**config.mk**
```make
export PLATFORM = sky130hd
export DESIGN_NAME = dns_answer_address_extractor_core_flat
export DESIGN_NICKNAME = d
export VERILOG_FILES = /design/src/rtl/dnsae_pkg.sv /design/src/rtl/dnsae_if.sv /design/src/rtl/dnsae_parse.sv /design/src/rtl/dns_answer_address_extractor_core.sv /design/src/flat_wrapper.sv
export SDC_FILE = /design/constraint.sdc
export NUM_CORES = 1
export LEC_CHECK = 0
export BUFFER_PORTS_ARGS = -buffer_cell sky130_fd_sc_hd__buf_2
export CAP_MARGIN = 10
export CORE_MARGIN = 2
export CORE_UTILIZATION = 52
export DETAILED_ROUTE_END_ITERATION = 8
export PLACE_DENSITY = 0.81
export SKIP_CTS_REPAIR_TIMING = 1
export SYNTH_ARGS = -nofsm -noshare
export SYNTH_HDL_FRONTEND = slang
export SYNTH_HIERARCHICAL = 1
export SYNTH_SLANG_ARGS = --single-unit
export TNS_END_PERCENT = 100
```
**constraint.sdc**
```tcl
create_clock -name clk_i -period 3.9 [get_ports clk_i]
set_input_delay 0.195 -clock clk_i [delete_from_list [all_inputs] [get_ports clk_i]]
set_output_delay 0.195 -clock clk_i [all_outputs]
set_load 0.01 [all_outputs]
```
**src/rtl/dnsae_pkg.sv**
```systemverilog
// shared types and constants for the dns answer address extractor
package dnsae_pkg;

  localparam int unsigned ByteW   = 8;
  localparam int unsigned CntW    = 4;
  localparam int unsigned CodeW   = 4;
  localparam int unsigned AddrW   = 32;
  localparam int unsigned StatusW = 2;

  localparam logic [ByteW-1:0] CodeMask = 8'h0F;
  localparam logic [ByteW-1:0] PtrMask  = 8'hC0;

  // header byte holding the response code, last byte of each fixed field
  localparam logic [CntW-1:0] HdrCodeIdx = 4'd3;
  localparam logic [CntW-1:0] HdrLastIdx = 4'd11;
  localparam logic [CntW-1:0] QTailLast  = 4'd3;
  localparam logic [CntW-1:0] Skip10Last = 4'd9;
  localparam logic [CntW-1:0] AddrLast   = 4'd3;

  typedef enum logic [StatusW-1:0] {
    StFound     = 2'd0,
    StCodeError = 2'd1,
    StTruncated = 2'd2
  } status_e;

  typedef enum logic [7:0] {
    PhHeader = 8'b0000_0001,
    PhQName  = 8'b0000_0010,
    PhQTail  = 8'b0000_0100,
    PhAFirst = 8'b0000_1000,
    PhAPtr   = 8'b0001_0000,
    PhALabel = 8'b0010_0000,
    PhSkip10 = 8'b0100_0000,
    PhAddr   = 8'b1000_0000
  } phase_e;

  typedef struct packed {
    logic [ByteW-1:0] data_byte;
    logic             last_byte;
  } req_t;

  typedef struct packed {
    status_e          status;
    logic [CodeW-1:0] rcode;
    logic [AddrW-1:0] address;
  } res_t;

endpackage

```
**src/rtl/dnsae_if.sv**
```systemverilog
// request and result channel interfaces
interface dnsae_req_if;
  logic                          valid;
  logic                          ready;
  logic [dnsae_pkg::ByteW-1:0]   data_byte;
  logic                          last_byte;

  modport source (output valid, output data_byte, output last_byte, input ready);
  modport sink   (input valid, input data_byte, input last_byte, output ready);
endinterface

interface dnsae_res_if;
  logic                          valid;
  logic                          ready;
  dnsae_pkg::status_e            status;
  logic [dnsae_pkg::CodeW-1:0]   rcode;
  logic [dnsae_pkg::AddrW-1:0]   address;

  modport source (output valid, output status, output rcode, output address,
                  input ready);
  modport sink   (input valid, input status, input rcode, input address,
                  output ready);
endinterface

```
**src/rtl/dnsae_parse.sv**
```systemverilog
// packet walk state and the per-byte state update
module dnsae_parse (
  input  logic             clk_i,
  input  logic             rst_ni,
  input  logic             step_i,
  input  dnsae_pkg::req_t  req_i,
  output logic             res_valid_o,
  output dnsae_pkg::res_t  res_o
);

  dnsae_pkg::phase_e                 phase_q, phase_d;
  logic [dnsae_pkg::CntW-1:0]        cnt_q, cnt_d;
  logic [dnsae_pkg::CodeW-1:0]       code_q, code_d;
  logic [dnsae_pkg::AddrW-1:0]       addr_q, addr_d;
  logic                              given_q, given_d;
  logic [dnsae_pkg::ByteW-1:0]       b;
  logic [dnsae_pkg::CntW-1:0]        cnt_inc;

  assign b       = req_i.data_byte;
  assign cnt_inc = cnt_q + 4'd1;

  always_comb begin
    phase_d     = phase_q;
    cnt_d       = cnt_q;
    code_d      = code_q;
    addr_d      = addr_q;
    given_d     = given_q;
    res_valid_o = 1'b0;
    res_o       = '0;

    if (!given_q) begin
      unique case (phase_q)
        dnsae_pkg::PhHeader: begin
          if (cnt_q == dnsae_pkg::HdrCodeIdx) begin
            code_d = dnsae_pkg::CodeW'(b & dnsae_pkg::CodeMask);
            if (code_d != '0) begin
              res_valid_o   = 1'b1;
              res_o.status  = dnsae_pkg::StCodeError;
              res_o.rcode   = code_d;
              given_d       = 1'b1;
            end
          end
          if (cnt_q >= dnsae_pkg::HdrLastIdx) begin
            phase_d = dnsae_pkg::PhQName;
            cnt_d   = '0;
          end else begin
            cnt_d = cnt_inc;
          end
        end
        dnsae_pkg::PhQName: begin
          if (b == '0) begin
            phase_d = dnsae_pkg::PhQTail;
            cnt_d   = '0;
          end
        end
        dnsae_pkg::PhQTail: begin
          if (cnt_q >= dnsae_pkg::QTailLast) begin
            phase_d = dnsae_pkg::PhAFirst;
            cnt_d   = '0;
          end else begin
            cnt_d = cnt_inc;
          end
        end
        dnsae_pkg::PhAFirst: begin
          // either top bit set marks a compressed pointer
          if ((b & dnsae_pkg::PtrMask) != '0) begin
            phase_d = dnsae_pkg::PhAPtr;
          end else if (b == '0) begin
            phase_d = dnsae_pkg::PhSkip10;
          end else begin
            phase_d = dnsae_pkg::PhALabel;
          end
          cnt_d = '0;
        end
        dnsae_pkg::PhAPtr: begin
          phase_d = dnsae_pkg::PhSkip10;
          cnt_d   = '0;
        end
        dnsae_pkg::PhALabel: begin
          if (b == '0) begin
            phase_d = dnsae_pkg::PhSkip10;
            cnt_d   = '0;
          end
        end
        dnsae_pkg::PhSkip10: begin
          if (cnt_q >= dnsae_pkg::Skip10Last) begin
            phase_d = dnsae_pkg::PhAddr;
            cnt_d   = '0;
            addr_d  = '0;
          end else begin
            cnt_d = cnt_inc;
          end
        end
        dnsae_pkg::PhAddr: begin
          addr_d = {addr_q[dnsae_pkg::AddrW-dnsae_pkg::ByteW-1:0], b};
          if (cnt_q >= dnsae_pkg::AddrLast) begin
            res_valid_o   = 1'b1;
            res_o.status  = dnsae_pkg::StFound;
            res_o.rcode   = code_q;
            res_o.address = addr_d;
            given_d       = 1'b1;
          end else begin
            cnt_d = cnt_inc;
          end
        end
        default: begin
          phase_d = dnsae_pkg::PhHeader;
        end
      endcase
    end

    if (req_i.last_byte) begin
      if (!given_d) begin
        res_valid_o   = 1'b1;
        res_o.status  = dnsae_pkg::StTruncated;
        res_o.rcode   = code_d;
        res_o.address = '0;
      end
      phase_d = dnsae_pkg::PhHeader;
      cnt_d   = '0;
      code_d  = '0;
      addr_d  = '0;
      given_d = 1'b0;
    end
  end

  always_ff @(posedge clk_i or negedge rst_ni) begin
    if (!rst_ni) begin
      phase_q <= dnsae_pkg::PhHeader;
      cnt_q   <= '0;
      code_q  <= '0;
      addr_q  <= '0;
      given_q <= 1'b0;
    end else if (step_i) begin
      phase_q <= phase_d;
      cnt_q   <= cnt_d;
      code_q  <= code_d;
      addr_q  <= addr_d;
      given_q <= given_d;
    end
  end

endmodule

```
**src/rtl/dns_answer_address_extractor_core.sv**
```systemverilog
// top level: dns reply byte parser giving the first answer's ipv4 address
//
//   channel  dir  payload                              handshake
//   req_i    in   data_byte[7:0], last_byte            valid / ready
//   res_o    out  status[1:0], rcode[3:0],             valid / ready
//                 address[31:0]
//
// one request per cycle sustained unless a result waits on res_o.ready; a request passes
// through the request register, then the parse step into the result register
// the parse state holds one small update per byte, set by the walk state machine
// reset clears the walk state and both valid flags; the parser starts in the header
// while a result waits, the request register holds and ready drops once it is full
module dns_answer_address_extractor_core (
  input  logic              clk_i,
  input  logic              rst_ni,
  dnsae_req_if.sink         req_i,
  dnsae_res_if.source       res_o
);

  logic              in_valid_q;
  dnsae_pkg::req_t   in_q;
  logic              out_valid_q;
  dnsae_pkg::res_t   out_q;
  logic              advance;
  logic              step;
  logic              step_res_valid;
  dnsae_pkg::res_t   step_res;

  // the held request moves on whenever the result register can take a new one
  assign advance     = !out_valid_q || res_o.ready;
  assign step        = in_valid_q && advance;
  assign req_i.ready = !in_valid_q || advance;

  always_ff @(posedge clk_i or negedge rst_ni) begin
    if (!rst_ni) begin
      in_valid_q <= 1'b0;
    end else if (req_i.ready) begin
      in_valid_q <= req_i.valid;
    end
  end

  always_ff @(posedge clk_i) begin
    if (req_i.valid && req_i.ready) begin
      in_q.data_byte <= req_i.data_byte;
      in_q.last_byte <= req_i.last_byte;
    end
  end

  dnsae_parse u_parse (
    .clk_i       (clk_i),
    .rst_ni      (rst_ni),
    .step_i      (step),
    .req_i       (in_q),
    .res_valid_o (step_res_valid),
    .res_o       (step_res)
  );

  always_ff @(posedge clk_i or negedge rst_ni) begin
    if (!rst_ni) begin
      out_valid_q <= 1'b0;
    end else if (advance) begin
      out_valid_q <= step && step_res_valid;
    end
  end

  always_ff @(posedge clk_i) begin
    if (step && step_res_valid) begin
      out_q <= step_res;
    end
  end

  assign res_o.valid   = out_valid_q;
  assign res_o.status  = out_q.status;
  assign res_o.rcode   = out_q.rcode;
  assign res_o.address = out_q.address;

  a_addr_zero_unless_found : assert property (@(posedge clk_i) disable iff (!rst_ni)
    out_valid_q && (out_q.status != dnsae_pkg::StFound) |-> out_q.address == '0)
    else $error("address nonzero on an error result");

  a_result_loaded : assert property (@(posedge clk_i) disable iff (!rst_ni)
    step && step_res_valid |=> out_valid_q)
    else $error("parse result not captured");

  a_ready_when_empty : assert property (@(posedge clk_i) disable iff (!rst_ni)
    !out_valid_q |-> req_i.ready)
    else $error("request stalled with empty result register");

  a_code_error_nonzero : assert property (@(posedge clk_i) disable iff (!rst_ni)
    out_valid_q && (out_q.status == dnsae_pkg::StCodeError) |-> out_q.rcode != '0)
    else $error("code error result with zero response code");

endmodule
```
**src/flat_wrapper.sv**
```systemverilog
// flat-port wrapper written by rule: the top's interface ports become plain ports
module dns_answer_address_extractor_core_flat 
  (clk_i, rst_ni, req_i_valid, req_i_data_byte, req_i_last_byte, req_i_ready, res_o_valid, res_o_status, res_o_rcode, res_o_address, res_o_ready);
  dnsae_req_if req_i_i ();
  dnsae_res_if res_o_i ();
  input  logic clk_i;
  input  logic rst_ni;
  input wire logic [$bits(req_i_i.valid)-1:0] req_i_valid;
  input wire logic [$bits(req_i_i.data_byte)-1:0] req_i_data_byte;
  input wire logic [$bits(req_i_i.last_byte)-1:0] req_i_last_byte;
  output wire logic [$bits(req_i_i.ready)-1:0] req_i_ready;
  output wire logic [$bits(res_o_i.valid)-1:0] res_o_valid;
  output wire logic [$bits(res_o_i.status)-1:0] res_o_status;
  output wire logic [$bits(res_o_i.rcode)-1:0] res_o_rcode;
  output wire logic [$bits(res_o_i.address)-1:0] res_o_address;
  input wire logic [$bits(res_o_i.ready)-1:0] res_o_ready;
  assign req_i_i.valid = req_i_valid;
  assign req_i_i.data_byte = req_i_data_byte;
  assign req_i_i.last_byte = req_i_last_byte;
  assign req_i_ready = req_i_i.ready;
  assign res_o_valid = res_o_i.valid;
  assign res_o_status = res_o_i.status;
  assign res_o_rcode = res_o_i.rcode;
  assign res_o_address = res_o_i.address;
  assign res_o_i.ready = res_o_ready;
  dns_answer_address_extractor_core u_core (.clk_i(clk_i), .rst_ni(rst_ni), .req_i(req_i_i), .res_o(res_o_i));
endmodule
```
-- Word level (Yosys, flattened, before mapping)
Index checks and enable logic that the tools add are counted.
- muxes and demuxes: 43
- $add $sub $neg: 1
- equal/unequal tests: 18
- order comparisons: 3
- reductions and logical operators: 17
- operators with widths (operator ; count):
    $mux 38 ; 3
    $mux 24 ; 3
    $pmux 8 s8 ; 1
    $mux 8 ; 7
    $pmux 24 s2 ; 1
    $mux 4 ; 11
    $mux 36 ; 1
    $mux 32 ; 1
    $pmux 4 s6 ; 1
    $ne 3x2->1 const B ; 6
    $mux 7 ; 2
    $pmux 6 s2 ; 1
    $mux 5 ; 2
    $eq 8x1->1 const B ; 1
    $eq 8x2->1 const B ; 1
    $eq 8x3->1 const B ; 1
    $eq 8x4->1 const B ; 1
    $eq 8x5->1 const B ; 1
    $eq 8x6->1 const B ; 1
    $eq 8x7->1 const B ; 1
    $eq 8x8->1 const B ; 1
    $ge 4x4->1 const B ; 2
    $logic_not 8->1 ; 1
    $mux 1 ; 8
    17 further kinds ; 23
- logic and storage cells: 94
- register bits: 90
- bits of input ports: 13
- output and inout port bits: 40

-- Longest topological paths before layout
Gate-level depths: netlist of the first run.
- word-level depth: 8
- mapped depth: 10
- depth with buffers taken out: 8

-- Modules after synthesis
Netlist of the first run, hierarchy kept.
- by module, submodules not included (module ; seq. area each (µm²) ; instances ; cells an instance ; area an instance (µm²)):
    dnsae_parse ; 1027.2 ; 1 ; 298 ; 2590.0
    dns_answer_address_extractor_core ; 1461.4 ; 1 ; 57 ; 1522.7

-- Worst setup path before layout of the first run
No wires, ideal clock.
- kind: flip-flop to flip-flop
- start: register u_core.u_parse.phase_q[2]
- end: register u_core.out_q, in the netlist u_core/res_o.address[0], enable pin
- clock period less this slack: 4.017 ns
- library setup time: 0.438 ns
- setup slack: -0.117 ns
- path buffers: 1
- data required time: 3.462 ns
- cell stages (with the launch flop): 9
- arrival time: 3.579 ns
- cells stage by stage: dfrtp_1 > nor4_2 > nand3_1 > nor2_1 > clkbuf_1 > a21oi_1 > a21oi_1 > nand2_1 > nor2b_1
- cells in the longest elaborated chain, start to end: 6
- elaborated cells between the ends (all ways): 8
- classes of those cells: 2 x eq/ne; 5 x mux; 1 x reduce/logical
- RTL lines (what ; RTL line ; text):
    from (decl) ; dnsae_parse.sv:11 ; dnsae_pkg::phase_e phase_q, phase_d;
    from (signal assigned) ; dnsae_parse.sv:129 ; phase_q <= dnsae_pkg::PhHeader;
    from (signal assigned) ; dnsae_parse.sv:135 ; phase_q <= phase_d;
    $eq 8x8->1 / $eq 8x1->1 (equally long branches) ; dnsae_parse.sv:32 ; unique case (phase_q)
    $pmux 1 s2 * ; dnsae_parse.sv:32 ;
    $mux 1 ; dnsae_parse.sv:31 ; if (!given_q) begin
    $mux 1 ; dnsae_parse.sv:113 ; if (!given_d) begin
    $mux 1 * ; dnsae_parse.sv:112 ; if (req_i.last_byte) begin
    net u_core.step_res_valid ; dns_answer_address_extractor_core.sv:26 ; logic step_res_valid;
    $logic_and 1x1->1 * ; dns_answer_address_extractor_core.sv:67 ; if (step && step_res_valid) begin
    to (signal assigned) ; dns_answer_address_extractor_core.sv:68 ; out_q <= step_res;
    to (decl) ; dns_answer_address_extractor_core.sv:23 ; dnsae_pkg::res_t out_q;
Mark *: on every way through the listed nets, which the timed path passes. The rest lies on a longest branch.
A chain may end at the register's enable or synchronous reset.

-- Worst setup path in the final report of the first run
- start: register u_core.u_parse.phase_q[2]
- end: register u_core.out_q, in the netlist u_core/res_o.address[1], enable pin
The elaborated chain is that of the path after synthesis.

==> results.tsv, run 1 <==
stage	metric	value	unit
timing	finalHoldViolations	35	
routing	drc	0	
critical_path	cp_slowest_cell	nor4_2	
die	rows	32	
layout	diodes	0	
critical_path	path_max_fanout	38	
clock_network	numCtsBuffers	9	
yosys	syn_area_per_cell	11.6	µm²
routing	vias	2948	
timing	fmax	0.350	GHz
routing	routed_wl	8050	µm
clock_network	ctsHtreeMaxLevel	3	
critical_path	rr_worst_depth	7	
yosys	ys_ff_latch	90	
layout	final_common_cell	nand2_1	
clock_network	cts_buffer_depth	2	
timing	setup_viol_count_final	0	
layout	areaGrowthSynthToFinish	14.0	%
global_route	use_met3	5.29	%
power_and_ir_drop	leakage	2.06	nW
critical_path	r2r-start	u_core/u_parse/phase_q[2]	
routing	wl_per_cell	15.7	µm
placed_design	dp_hpwl	5230	µm
placed_design	gp_congestion	1.00	
critical_path	cpMostUsedCell	a21oi_1	
yosys	postSynthCellCount	355	
job	cap_violations	0	
timing	slew_headroom	35.5	%
routing	drt_iter0_drc	330	
yosys	ys_seq_area_share	60.5	%
clock_network	clock_latency	370	ps
routing	firstDrtPassIters	6	
critical_path	cp_cell_sequence	nor4_2, and4_1, a21oi_1, a21oi_1, nand2_1, nor2b_4, buf_4	
clock_network	clk_pin_slew	100	ps
layout	fin_util	61.0	%
critical_path	cp-end-kind	flip-flop	
global_route	grt_use_met1	28.7	%
die	die_area	0.00864	mm²
critical_path	arrival	2870	ps
clock_network	cts.sinks	90	
layout	final_cells	512	
global_route	grtUsageTotal	19.4	%
global_route	grt_pass1_vias	2646	
global_route	grt_overflow	0	
timing	period_share	73.4	%
global_route	grt_max_degree	49	
global_route	busiest_layer	met1	
run_status	failed_checks	hold timing	
timing	setup_tns	0	ps
yosys	synth_fp_nets	371	
placed_design	placed_cells	491	
global_route	grt_pass1_wl	13100	µm
die	initial_utilization	53.5	%
yosys	yosysWarnings	6	
die	die_w	92.9	µm
critical_path	crit_type	flip-flop to flip-flop	
timing	hold_ws	-25.3	ps
yosys	synth-async-reset-ratio	47.8	%
critical_path	startpoint	u_core/u_parse/phase_q[2]	
yosys	netlist_area	0.00411	mm²
timing	rsz0062_at_grt	no	
critical_path	max_stage_delay	630	ps
clock_network	root_buffer	clkbuf_8	
die	fp.dieH	92.9	µm
routing	ant_nets	0	
layout	final_cell_mix	55 x nand2_1, 52 x buf_2, 47 x edfxtp_1, 42 x dfrtp_1, 34 x and3_1	
power_and_ir_drop	power_density	479	mW/mm²
layout	drive_gt1_share	22.4	%
critical_path	startpoint_type	flip-flop	
placed_design	port_buffers	52	
timing	final_max_slew_viol_count	0	
critical_path	worstPathRequired	3910	ps
die	io_pins	53	
global_route	antenna_found_initial	0	
timing	period_minus_slack	2860	ps
die	core_area	0.00769	mm²
run_status	outcome	finished with violations	
global_route	grt_use_met2	28.3	%
timing	skew	14.4	ps
clock_network	cts_tree	yes	
yosys	synth_cell_types	54	
routing	viasPerCell	5.76	
yosys	synth_edf_count	47	
layout	n_fill_cell	618	
min_path	hold_path.class	input port to async pin	
timing	tightest_slew	967	ps
layout	nets	421	
power_and_ir_drop	vdd_drop_max	0.234	mV
yosys	synth_ff_type	edfxtp_1	
## synthesized netlist by cell type (3+ instances only)
master / count / share of area, %
nand4b_1: 3 / 0.64
mux2i_1: 5 / 1.2
nand3_1: 7 / 0.85
o22ai_1: 5 / 0.76
nor2b_1: 5 / 0.76
o21ai_0: 27 / 3.3
buf_6: 3 / 0.82
nor3_1: 4 / 0.49
o2bb2ai_1: 4 / 0.85
edfxtp_1: 47 / 34
buf_2: 3 / 0.36
o211ai_1: 3 / 0.55
mux2_4: 7 / 2.6
nand4_1: 4 / 0.61
a21oi_1: 5 / 0.61
inv_1: 8 / 0.73
dfrtp_1: 42 / 26
nand2_1: 55 / 5.0
a22oi_1: 8 / 1.5
and3_1: 34 / 5.2
xor2_1: 3 / 0.64
nor2_1: 15 / 1.4
ha_1: 3 / 0.91
clkbuf_1: 15 / 1.4
## path summary, 6_finish.rpt
kind                                                  end  slack, ps
worst max-delay path              u_core/res_o.address[1]       1040
worst min-delay path              u_core/u_parse/cnt_q[3]        -30
worst max register to register    u_core/res_o.address[1]       1040
worst min register to register  u_core/u_parse/addr_q[23]        490
max in group asynchronous       u_core/u_parse/addr_q[18]       3320
min in group clk_i                         u_core/in_q[5]          0
## layer usage
metal / vias up / share of wire (%)
met5: - / 0
met4: 0 / 1.5
met3: 14 / 8.5
met2: 145 / 45
met1: 1388 / 45
li1: 1401 / -
## power breakdown
part	internal (mW)	total, mW	switching, mW
combinational	0.175	0.428	0.253
clock	0.257	0.629	0.372
sequential	1.10	1.19	0.0851
total	1.53	2.24	0.710
## final cells by class
| cell class | count | area (µm²) | share of cell area, % |
|---|---|---|---|
| clock buffers | 9 | 124 | 2.64 |
| clock inverters | 7 | 78.8 | 1.68 |
| inverters | 10 | 37.5 | 0.801 |
| multi-input cells | 232 | 1480 | 31.6 |
| flip-flops and latches | 90 | 2490 | 53.1 |
| well taps | 102 | 128 | 2.72 |
| repair buffers | 62 | 348 | 7.42 |
## metrics by stage
| stage | hold WS, ps | instance area (µm²) | worst slack (ps) | total power, mW |
|---|---|---|---|---|
| after floorplan | -101 | 4120 | 604 | 1.51 |
| after global placement | 372 | 4430 | 1180 | 1.61 |
| after detailed placement | 373 | 4430 | 1080 | 1.62 |
| after CTS | -16.2 | 4640 | 1050 | 2.25 |
| after global routing | -6.59 | 4690 | 813 | 2.35 |
| final | -25.3 | 4690 | 1040 | 2.24 |
## kinds of logic (layout without fill, tap and decap cells)
group	Yosys count	after routing	synth area share, %
AO/OA/AOI/OAI	67	67	10.6
AND/OR/NAND/NOR	147	147	19.8
adder cells (fa/ha/maj)	3	3	0.913
multiplexers	12	12	3.77
buffers and inverters	33	88	3.77
XOR/XNOR	3	3	0.639
flip-flops	90	90	60.5
## state kept, by name (all words and copies together) (netlist names)
name and count:
u_core/u_parse/given_q 1, u_core/u_parse/phase_q 8, u_core/res_o.status 2, u_core/u_parse/addr_q 24, u_core/res_o.valid 1, u_core/in_valid_q 1, u_core/u_parse/cnt_q 4, u_core/res_o.address 32
u_core/u_parse/code_q 4, u_core/in_q 9, u_core/res_o.rcode 4
## critical path: cells and delay by family (launching register included)
family | cells | cell delay [ps]
DFF | 1 | 450
buffers and inverters | 1 | 390
AOI/OAI and AO/OA | 2 | 330
and+or+nand+nor | 4 | 1320
(Power assumes the default switching activity.)
==> run 2, diff against run 1 <==
--- a/config.mk
+++ b/config.mk
@@ -8,9 +8,9 @@
 export BUFFER_PORTS_ARGS = -buffer_cell sky130_fd_sc_hd__buf_2
 export CAP_MARGIN = 10
 export CORE_MARGIN = 2
-export CORE_UTILIZATION = 52
+export CORE_UTILIZATION = 57
 export DETAILED_ROUTE_END_ITERATION = 8
-export PLACE_DENSITY = 0.81
+export PLACE_DENSITY = 0.84
 export SKIP_CTS_REPAIR_TIMING = 1
 export SYNTH_ARGS = -nofsm -noshare
 export SYNTH_HDL_FRONTEND = slang
==> constraint.sdc (replaced) <==
create_clock -name clk_i -period 2.9 [get_ports clk_i]
set_input_delay 0.145 -clock clk_i [delete_from_list [all_inputs] [get_ports clk_i]]
set_output_delay 0.145 -clock clk_i [all_outputs]
set_load 0.01 [all_outputs]
==> run 2 against run 1 <==
Net effect: the run now ends clean; register-to-register slack worse by 780 ps; final area rose by 2.3%; non-clock buffer count up 13; total power is 33% higher; global-route usage up 3.9 points; via count is 1.4% higher; sequential cell count stayed put; die area decreased by 8.4%.
==> results.tsv, run 2 (same netlist as run 1, synthesis figures left out) <==
stage	metric	value	unit	change
critical_path	path_max_fanout	7		-82%
clock_network	cts.sinks	90		unchanged
timing	period_share	91.2	%	+18 points
layout	areaGrowthSynthToFinish	16.6	%	
placed_design	dp_hpwl	5640	µm	+7.8%
critical_path	cp-end-kind	flip-flop		
critical_path	crit_type	flip-flop to flip-flop		
power_and_ir_drop	pwr-share-clk	26.2	%	-1.8 points
die	core_area	0.00691	mm²	-10%
die	rows	30		-6.3%
min_path	hold_path.class	input port to flip-flop		
critical_path	rr_worst_depth	7		unchanged
global_route	grt_pass1_vias	2762		+4.4%
timing	finalHoldViolations	0		-100%
layout	nets	434		+3.1%
critical_path	arrival	2890	ps	+20 ps
timing	slew_headroom	35.7	%	+0.22 points
routing	drt_iter0_drc	231		-30%
layout	drive_gt1_share	23.2	%	+0.73 points
routing	ant_nets	0		unchanged
power_and_ir_drop	power_density	623	mW/mm²	+30%
layout	n_fill_cell	521		-16%
layout	final_common_cell	nand2_1		
die	die_w	88.9	µm	-4.3%
timing	setup_tns	0	ps	unchanged
power_and_ir_drop	switchingPower	0.918	mW	+29%
clock_network	cts_buffer_depth	2		unchanged
clock_network	numCtsBuffers	9		unchanged
die	initial_utilization	59.5	%	+6.0 points
clock_network	clk_pin_slew	90	ps	about the same
clock_network	root_buffer	clkbuf_8		
timing	final_max_slew_viol_count	0		unchanged
routing	firstDrtPassIters	5		-1
timing	period_minus_slack	2640	ps	-217 ps
layout	final_cell_mix	55 x nand2_1, 52 x buf_2, 47 x edfxtp_1, 42 x dfrtp_1, 34 x and3_1		
job	cap_violations	0		unchanged
placed_design	gp_congestion	0.934		-6.9%
die	io_pins	53		unchanged
critical_path	rrSetupSlack	260	ps	-780 ps
global_route	grt_overflow	0		unchanged
global_route	grt_pass1_wl	13800	µm	+5.6%
critical_path	startpoint_type	flip-flop		
clock_network	ctsHtreeMaxLevel	3		unchanged
clock_network	cts_tree	yes		
critical_path	worstPathRequired	3150	ps	-760 ps
power_and_ir_drop	seqPwrFrac	53.3	%	+0.4 points
layout	largest_reg_flops	32		unchanged
placed_design	port_buffers	52		unchanged
timing	tightest_slew	964	ps	-3.37 ps
timing	fmax	0.378	GHz	+8.2%
routing	routed_wl	8340	µm	+3.6%
timing	skew	13.0	ps	-1.42 ps
die	fp.dieH	88.9	µm	-4.3%
global_route	grtUsageTotal	23.3	%	+3.9 points
power_and_ir_drop	switching_share	30.7	%	-0.93 points
layout	multiInputGateArea	0.00148	mm²	unchanged
routing	wl_per_cell	16.1	µm	+2.2%
critical_path	startpoint	u_core/in_q[3]		
timing	layout_setup_ws	256	ps	-783 ps
power_and_ir_drop	vdd_drop_max	0.446	mV	+90%
power_and_ir_drop	power_frac_comb	20.5	%	+1.4 points
critical_path	setup.worst_path.end	u_core/u_parse/phase_q[6]		
critical_path	r2r-start	u_core/in_q[3]		
power_and_ir_drop	p_int	2.07	mW	+35%
clock_network	clock_latency	360	ps	about the same
timing	rsz0062_at_grt	no		
global_route	grt_max_degree	44		-10%
routing	drc	0		unchanged
power_and_ir_drop	leakage	2.11	nW	+2.5%
layout	diodes	0		unchanged
routing	vias	2989		+1.4%
routing	viasPerCell	5.76		about the same
run_status	outcome	finished, final reports clean		
timing	setup_viol_count_final	0		unchanged
global_route	antenna_found_initial	0		unchanged
placed_design	dp_slack	269	ps	-809 ps
die	die_area	0.00791	mm²	-8.4%
critical_path	rr_endpoint	u_core/u_parse/phase_q[6]		
layout	seq_area	0.00249	mm²	unchanged
run 2: cell types whose count changed in the layout (fill, tap and decap cells not counted):
| cell | change |
|---|---|
| buf_12 | +2 |
| buf_4 | +5 |
| clkinv_1 | +1 |
| clkinv_4 | -2 |
| clkinv_8 | -1 |
| clkinvlp_4 | +1 |
| dlygate4sd3_1 | +6 |
| inv_6 | +4 |
| inv_8 | -3 |
run 2: final cells by class:
type                       instances  share of cell area (%)
clock inverter                     7                    1.20
multi-input combinational        232                    30.9
clock buffer                       9                    2.58
timing repair buffer              75                    10.1
inverter                          10                   0.783
tap                               96                    2.50
sequential                        90                    51.9
run 2: metrics by stage:
step	total power, mW	hold slack [ps]	util (%)	instance area, µm²	cells
2_1_floorplan	2.03	-151	-	4120	355
3_3_place_gp	2.19	323	65.2	4500	492
3_5_place_dp	2.21	324	65.2	4500	492
4_1_cts	2.99	-57.7	67.8	4690	508
5_1_grt	3.16	82.6	69.4	4800	519
6_report	2.99	85.5	69.4	4800	519
run 2: how the worst min path moves through the flow:
| stage | from | to | depth (start not counted) |
|---|---|---|---|
| 2_1_floorplan | rst_ni | u_core/in_valid_q | 0 |
| 3_3_place_gp | req_i_data_byte[7] | u_core/in_q[8] | 1 |
| 3_5_place_dp | req_i_data_byte[5] | u_core/in_q[6] | 1 |
| 4_1_cts | req_i_last_byte | u_core/in_q[0] | 1 |
| 5_1_grt | res_o_ready | u_core/in_valid_q | 3 |
| 6_report | res_o_ready | u_core/in_valid_q | 3 |
run 2: routing by layer:
layer  track usage [%]  part of all wire, %
met1              35.1                   46
met2              32.3                   45
met3              6.65                  6.4
met4              9.36                  2.1
met5                 0                    0
run 2: power by group through the flow:
| stage | Clock [mW] | Combinational [mW] | Sequential [mW] |
|---|---|---|---|
| after global placement | 0 | 0.582 | 1.61 |
| after global routing | 0.857 | 0.692 | 1.61 |
| after CTS | 0.804 | 0.601 | 1.59 |
| after floorplan | 0 | 0.426 | 1.60 |
| after detailed placement | 0 | 0.597 | 1.62 |
| final | 0.784 | 0.612 | 1.59 |
run 2: critical path, stage by stage (launching register included):
cell	delay, ps
edfxtp_1	470
or4_1	640
nor4_4	330
a21oi_1	110
and4bb_1	320
o221a_1	180
buf_4	180
mux2_4	310
